==> src/design/crcsum_pkg.sv <==
// ----------------------------------------------------------------------------
// crcsum_pkg
// Shared types, constants and the byte-wise CRC-32 update for the
// buffer checksum block.
// ----------------------------------------------------------------------------
package crcsum_pkg;

  localparam int unsigned ByteW = 8;
  localparam int unsigned CrcW  = 32;
  localparam int unsigned SumW  = 16;
  localparam int unsigned OutDataW = 56;

  localparam logic [CrcW-1:0]  CRC_POLY   = 32'hEDB8_8320;
  localparam logic [CrcW-1:0]  CRC_INIT   = 32'hFFFF_FFFF;
  localparam logic [CrcW-1:0]  CRC_XOROUT = 32'hFFFF_FFFF;
  localparam logic [ByteW-1:0] ERASED     = 8'hFF;

  typedef struct packed {
    logic            all_erased;
    logic [SumW-1:0] byte_sum;
    logic [CrcW-1:0] crc_value;
  } result_t;

  function automatic logic [CrcW-1:0] crc_byte(input logic [CrcW-1:0] crc,
                                               input logic [ByteW-1:0] data);
    logic [CrcW-1:0] c;
    c = crc ^ {{(CrcW-ByteW){1'b0}}, data};
    for (int i = 0; i < ByteW; i++) begin
      c = (c >> 1) ^ (CRC_POLY & {CrcW{c[0]}});
    end
    return c;
  endfunction

endpackage

==> src/design/crcsum_acc.sv <==
// ----------------------------------------------------------------------------
// crcsum_acc
// Running CRC-32, 16-bit byte sum and blank flag; forms the finished
// result for the current byte and restarts after the last byte.
// ----------------------------------------------------------------------------
module crcsum_acc (
  input  logic                         clk_i,
  input  logic                         rst_ni,
  input  logic                         step_i,
  input  logic [crcsum_pkg::ByteW-1:0] data_byte_i,
  input  logic                         last_byte_i,
  output crcsum_pkg::result_t          result_o
);
  import crcsum_pkg::*;

  logic [CrcW-1:0] crc_q, crc_d, crc_upd;
  logic [SumW-1:0] sum_q, sum_d, sum_upd;
  logic            blank_q, blank_d, blank_upd;

  always_comb begin
    crc_upd   = crc_byte(crc_q, data_byte_i);
    sum_upd   = sum_q + {{(SumW-ByteW){1'b0}}, data_byte_i};
    blank_upd = blank_q & (data_byte_i == ERASED);

    result_o.crc_value  = crc_upd ^ CRC_XOROUT;
    result_o.byte_sum   = sum_upd;
    result_o.all_erased = blank_upd;

    crc_d   = crc_q;
    sum_d   = sum_q;
    blank_d = blank_q;
    if (step_i) begin
      if (last_byte_i) begin
        crc_d   = CRC_INIT;
        sum_d   = '0;
        blank_d = 1'b1;
      end else begin
        crc_d   = crc_upd;
        sum_d   = sum_upd;
        blank_d = blank_upd;
      end
    end
  end

  always_ff @(posedge clk_i or negedge rst_ni) begin
    if (!rst_ni) begin
      crc_q   <= CRC_INIT;
      sum_q   <= '0;
      blank_q <= 1'b1;
    end else begin
      crc_q   <= crc_d;
      sum_q   <= sum_d;
      blank_q <= blank_d;
    end
  end

  a_restart: assert property (@(posedge clk_i) disable iff (!rst_ni)
    step_i && last_byte_i |=> crc_q == CRC_INIT && sum_q == '0 && blank_q)
    else $error("accumulators not restarted after last byte");

  a_blank_sticky: assert property (@(posedge clk_i) disable iff (!rst_ni)
    step_i && !last_byte_i && data_byte_i != ERASED |=> !blank_q)
    else $error("blank flag kept after non-erased byte");

  a_hold: assert property (@(posedge clk_i) disable iff (!rst_ni)
    !step_i |=> $stable(crc_q) && $stable(sum_q) && $stable(blank_q))
    else $error("accumulators moved without a step");

endmodule

==> src/design/crcsum_out_reg.sv <==
// ----------------------------------------------------------------------------
// crcsum_out_reg
// Result register holding one finished result until the sink takes it.
// ----------------------------------------------------------------------------
module crcsum_out_reg (
  input  logic                clk_i,
  input  logic                rst_ni,
  input  logic                load_i,
  input  crcsum_pkg::result_t result_i,
  input  logic                ready_i,
  output logic                valid_o,
  output crcsum_pkg::result_t result_o
);
  import crcsum_pkg::*;

  logic    valid_q, valid_d;
  result_t result_q;

  always_comb begin
    valid_d = valid_q;
    if (load_i) begin
      valid_d = 1'b1;
    end else if (ready_i) begin
      valid_d = 1'b0;
    end
  end

  always_ff @(posedge clk_i or negedge rst_ni) begin
    if (!rst_ni) begin
      valid_q <= 1'b0;
    end else begin
      valid_q <= valid_d;
    end
  end

  always_ff @(posedge clk_i) begin
    if (load_i) begin
      result_q <= result_i;
    end
  end

  assign valid_o  = valid_q;
  assign result_o = result_q;

endmodule

==> src/design/crc32_sum16_blank_check_top.sv <==
// m_axis_tvalid rises after the last byte passes the input and result registers.
// Throughput: one byte per cycle; the input register frees as the CRC/sum stage
// consumes it, and only a last byte waits while an untaken result is held.
// Reset (rst_ni low, async): CRC restarts at all ones, sum at zero, blank flag
// set, and both pipeline registers empty.
// ----------------------------------------------------------------------------
// crc32_sum16_blank_check_top
// Streaming CRC-32, 16-bit byte sum and blank check over a buffer image.
// ----------------------------------------------------------------------------
module crc32_sum16_blank_check_top (
  input  logic                            clk_i,
  input  logic                            rst_ni,
  input  logic                            s_axis_tvalid,
  output logic                            s_axis_tready,
  input  logic [crcsum_pkg::ByteW-1:0]    s_axis_tdata,  // [7:0] data_byte
  input  logic                            s_axis_tlast,  // last_byte
  output logic                            m_axis_tvalid,
  input  logic                            m_axis_tready,
  // [31:0] crc_value, [47:32] byte_sum, [48] all_erased, [55:49] zero
  output logic [crcsum_pkg::OutDataW-1:0] m_axis_tdata
);
  import crcsum_pkg::*;

  logic             in_valid_q, in_valid_d;
  logic [ByteW-1:0] in_byte_q;
  logic             in_last_q;
  logic             advance;
  logic             load;
  result_t          acc_result;
  result_t          out_result;

  assign advance = in_valid_q & (!in_last_q | !m_axis_tvalid | m_axis_tready);
  assign load    = advance & in_last_q;

  assign s_axis_tready = !in_valid_q | advance;

  always_comb begin
    in_valid_d = in_valid_q;
    if (s_axis_tvalid && s_axis_tready) begin
      in_valid_d = 1'b1;
    end else if (advance) begin
      in_valid_d = 1'b0;
    end
  end

  always_ff @(posedge clk_i or negedge rst_ni) begin
    if (!rst_ni) begin
      in_valid_q <= 1'b0;
    end else begin
      in_valid_q <= in_valid_d;
    end
  end

  always_ff @(posedge clk_i) begin
    if (s_axis_tvalid && s_axis_tready) begin
      in_byte_q <= s_axis_tdata;
      in_last_q <= s_axis_tlast;
    end
  end

  crcsum_acc u_acc (
    .clk_i       (clk_i),
    .rst_ni      (rst_ni),
    .step_i      (advance),
    .data_byte_i (in_byte_q),
    .last_byte_i (in_last_q),
    .result_o    (acc_result)
  );

  crcsum_out_reg u_out (
    .clk_i    (clk_i),
    .rst_ni   (rst_ni),
    .load_i   (load),
    .result_i (acc_result),
    .ready_i  (m_axis_tready),
    .valid_o  (m_axis_tvalid),
    .result_o (out_result)
  );

  assign m_axis_tdata = {{(OutDataW - $bits(result_t)){1'b0}}, out_result};

  a_ready_when_empty: assert property (@(posedge clk_i) disable iff (!rst_ni)
    !in_valid_q |-> s_axis_tready)
    else $error("input stalled while input register empty");

  a_stall_holds_item: assert property (@(posedge clk_i) disable iff (!rst_ni)
    in_valid_q && !advance |=> in_valid_q && $stable(in_byte_q) && $stable(in_last_q))
    else $error("pending byte lost while stalled");

  a_no_overwrite: assert property (@(posedge clk_i) disable iff (!rst_ni)
    load |-> !m_axis_tvalid || m_axis_tready)
    else $error("result register overwritten before transfer");

  a_load_shows: assert property (@(posedge clk_i) disable iff (!rst_ni)
    load |=> m_axis_tvalid)
    else $error("loaded result not presented");

endmodule

==> config.mk <==
export PLATFORM = sky130hd
export DESIGN_NAME = crc32_sum16_blank_check_top
export DESIGN_NICKNAME = d
export VERILOG_FILES = /design/src/design/crcsum_pkg.sv /design/src/design/crcsum_acc.sv /design/src/design/crcsum_out_reg.sv /design/src/design/crc32_sum16_blank_check_top.sv
export SDC_FILE = /design/constraint.sdc
export NUM_CORES = 1
export LEC_CHECK = 0
export ABC_AREA = 1
export BUFFER_PORTS_ARGS = -buffer_cell sky130_fd_sc_hd__buf_2
export CORE_MARGIN = 5
export CORE_UTILIZATION = 35
export CTS_CLUSTER_SIZE = 16
export DETAILED_ROUTE_END_ITERATION = 6
export GPL_ROUTABILITY_DRIVEN = 0
export PLACE_DENSITY_LB_ADDON = 0.2
export SETUP_SLACK_MARGIN = 0.4
export SYNTH_ARGS = -nofsm -noshare
export SYNTH_HDL_FRONTEND = slang
export SYNTH_HIERARCHICAL = 1
export SYNTH_SLANG_ARGS = --single-unit
==> constraint.sdc <==
create_clock -name clk_i -period 3.9 [get_ports clk_i]
set_clock_uncertainty 0.15 [all_clocks]
set_input_delay 0.39 -clock clk_i [delete_from_list [all_inputs] [get_ports clk_i]]
set_output_delay 0.39 -clock clk_i [all_outputs]
set_load 0.02 [all_outputs]
==> key figures <==
Outcome
  – Status: finished clean

Synth
  – Post-synthesis cell count: roughly 600
  – Yosys cell types: 38
  – Top-area cell type share of the netlist area: 0.3048
  – Top post-synthesis cells by area: edfxtp_1, dfstp_2, nand2_1
  – Sequential fraction of the synthesis area: 0.5354
  – Syn Std Cell Area: around 5700 sq um
  – Area leader, netlist: edfxtp_1
  – Yosys warning total: 6
  – FF+latch count, synth: between 100 and 150
  – Syn Area/Cell: just under 10 sq um

Power
  – Power Density: 832.1 nW/um^2
  – VDD IR max: 0.0003345 V
  – Leakage power: 3.158 nW

Routing
  – Initial drt markers: ~230
  – Avg WL per Cell: 15.10 um
  – ANT nets after route: 0
  – DR vias: 4013
  – DRC: 0
  – Drt first pass iters: 4
  – WL final: between 10000 and 15000 um
  – Avg Vias per Cell: about 4.5

Timing
  – Max Slew Vio Count: 0
  – Sum Neg Setup Slack: 0 ns
  – Max Clk Rate: 0.4591 GHz
  – Final Hold Vio Count: 0
  – RSZ-0062 raised after global routing: false
  – Final setup viols: 0
  – Post-route minimum period: roughly 2.2 ns
  – Least-Margin Pin Slew: between 0.7 and 0.8 ns
  – Relative slew slack: 0.4823
  – Period utilisation layout: 0.5586

Cells and area
  – Fin area: approximately 6600 sq um
  – Share of cells above drive strength 1: 0.2377
  – Ant. Diodes: 0
  – Nets: roughly 690
  – Synth-to-Final Area Change: 15.85%

Die
  – I/O Pins: between 70 and 80
  – DIE WIDTH: ~140 um
  – Die area: ~19000 sq um
  – Initial core utilization: 0.3584
  – Row count: 46
  – Die Span Y: approximately 140 um
  – Core box area: about 16000 sq um

Clock network
  – Resize count post-CTS: 0
  – Clock buffer count from CTS: 9
  – CTS clk-pin slew, worst paths: 0.07 ns
  – Hold Buf Count CTS: 1
  – Deepest clock path buffer count: 2
  – Clk sinks: 109
  – H-Tree Depth: 3
  – Skew-Pair Late Insertion Delay: about 0.36 ns
  – Clk root buf: clkbuf_16
  – CTS tree: done
  – Post-CTS setup buffers: 0

Worst setup path
  – Critical Path Fanout Max: 4
  – CP Data Required Time: a little under 4 ns
  – Worst Path Arrival: ~2.2 ns
  – Slowest stage delay, CP: roughly 0.45 ns
  – Most used cell along the critical path: nand2_1
  – CP Launch Type: flip-flop
  – CP max-delay cell: edfxtp_1
  – CP Capture Type: flip-flop
  – Crit path cell chain: ha_1 -> a21oi_1 -> nand2_1 -> nand2_1 -> nand3_1 -> a21oi_1 -> nand2_1 -> and2_1
  – Setup CP Type: flip-flop to flip-flop

GRT
  – Total GRT Usage: 0.1495
  – First-pass GRT wire length: ~22000 um
  – Initial antenna violation count: 0
  – Largest net degree at the start of global routing: slightly above 50
  – Gr ovfl total: 0
  – Number of global-route vias before repair: ~4100

Place
  – PortBufs: 63
  – HPWL after DPL: 9492 um
  – Post-DP Area: ~6300 sq um

Min path
  – Min-Delay Path Class: input pin to flip-flop

Job
  – Max-Cap Viols: 0
synthesized netlist by cell type (all sizes together):
library cell and number:
clkbuf 5, xor2 53, o22ai 7, nor2 16, ha 8, a21o 2
a22oi 6, inv 86, nand4 3, and2 7, a31oi 1, nand3b 3
nand2 190, buf 13, nor4 1, o21ai 13, dfrtp 18, conb 1
or2 7, nor3 2, xnor2 9, dfstp 33, edfxtp 58, a22o 4
fa 1, a21oi 15, nand3 33
registers in the layout, summed over array words and instances, names as in the netlist:
signal,cells
in_byte_q,8
in_last_q,1
u_acc/crc_q,32
in_valid_q,1
u_acc/sum_q,16
u_out/valid_o,1
u_out/result_o,49
u_acc/blank_q,1
metrics by stage:
stage | worst slack, ns | hold WS, ns | std cells | power (mW) | utilization
floorplan | 0.5548 | -0.05559 | 601 | 3.809 | -
global placement | 1.743 | 0.3215 | 868 | 4.452 | 0.3933
detailed placement | 1.732 | 0.3256 | 868 | 4.480 | 0.3933
CTS | 1.730 | 0.04162 | 885 | 5.564 | 0.4152
global route | 1.555 | 0.03991 | 885 | 5.895 | 0.4152
finish | 1.722 | 0.05492 | 885 | 5.509 | 0.4152
placed cells by master (no fill, tap or decap), types with 2 or more instances in the layout:
cell / synthesis / routed
nand2_1: 167 / 167
inv_1: 82 / 82
buf_2: 4 / 63
edfxtp_1: 58 / 58
xor2_1: 46 / 46
nand3_1: 33 / 33
dfstp_2: 33 / 33
dfrtp_1: 18 / 18
a21oi_1: 14 / 14
nor2_1: 16 / 14
nand2_2: 13 / 13
o21ai_0: 10 / 10
clkbuf_16: 0 / 9
xnor2_1: 9 / 9
nand2_4: 9 / 9
ha_1: 8 / 8
conb_1: 1 / 7
and2_1: 7 / 7
o22ai_1: 7 / 7
buf_4: 9 / 6
xor2_2: 6 / 6
a22oi_1: 6 / 6
inv_2: 4 / 4
a22o_1: 4 / 4
or2_2: 4 / 4
bufinv_16: 0 / 3
nand3b_1: 3 / 3
o21ai_1: 3 / 3
or2_1: 3 / 3
clkinvlp_4: 0 / 2
nor3_1: 2 / 2
a21o_1: 2 / 2
nand4_1: 2 / 2
power breakdown:
group / switching (mW) / total [mW] / leakage [nW] / internal (mW)
Sequential: 0.186 / 1.99 / 1.14 / 1.81
Clock: 0.429 / 1.05 / 0.159 / 0.625
Combinational: 1.63 / 2.46 / 1.86 / 0.836
Total: 2.24 / 5.51 / 3.16 / 3.27
cell families (layout without fill, tap and decap cells):
logic type               count (synthesis)  in the layout  share of synthesized area
AO/OA/AOI/OAI                           48             48                    0.05058
buffers and inverters                  104            172                    0.07510
AND/OR/NAND/NOR                        262            262                     0.2111
other                                    1              7                  0.0006563
flip-flops                             109            109                     0.5354
adder cells (fa/ha/maj)                  9              9                    0.02102
XOR/XNOR                                62             62                     0.1062
layer usage:
metal,track usage,share of wire,vias to the layer above
li1,-,-,2002
met1,0.1974,0.46,1901
met2,0.2394,0.47,90
met3,0.02885,0.048,20
met4,0.06476,0.025,0
met5,0,0,-
worst max-delay path: cells and delay by family, from the launching register on:
kind / cells / cell delay, ns
simple gates: 5 / 0.59
flops: 1 / 0.45
fa+ha+maj: 1 / 0.40
compound gates: 2 / 0.34
cell type report:
| class | count | area (sq um) |
|---|---|---|
| multi-input cells | 388 | 2258 |
| flip-flops and latches | 109 | 3059 |
| clock buffers | 9 | 225.2 |
| fillers | 1579 | 9323 |
| well taps | 216 | 270.3 |
| inverters | 86 | 322.8 |
| repair buffers | 70 | 370.4 |
| clock inverters | 7 | 113.9 |
worst paths after layout:
check	startpoint	endpoint	slack, ns	depth (start not counted)
worst min register to register	u_acc/sum_q[7]	u_acc/sum_q[7]	0.34	2
worst min-delay path	s_axis_tdata[2]	in_byte_q[2]	0.05	1
min in group asynchronous	rst_ni	u_acc/sum_q[13]	0.49	2
worst max-delay path	in_byte_q[2]	u_out/result_o[41]	1.72	8
worst max register to register	in_byte_q[2]	u_out/result_o[41]	1.72	8
max in group asynchronous	rst_ni	u_acc/crc_q[13]	2.22	3
(Power assumes the default switching activity.)
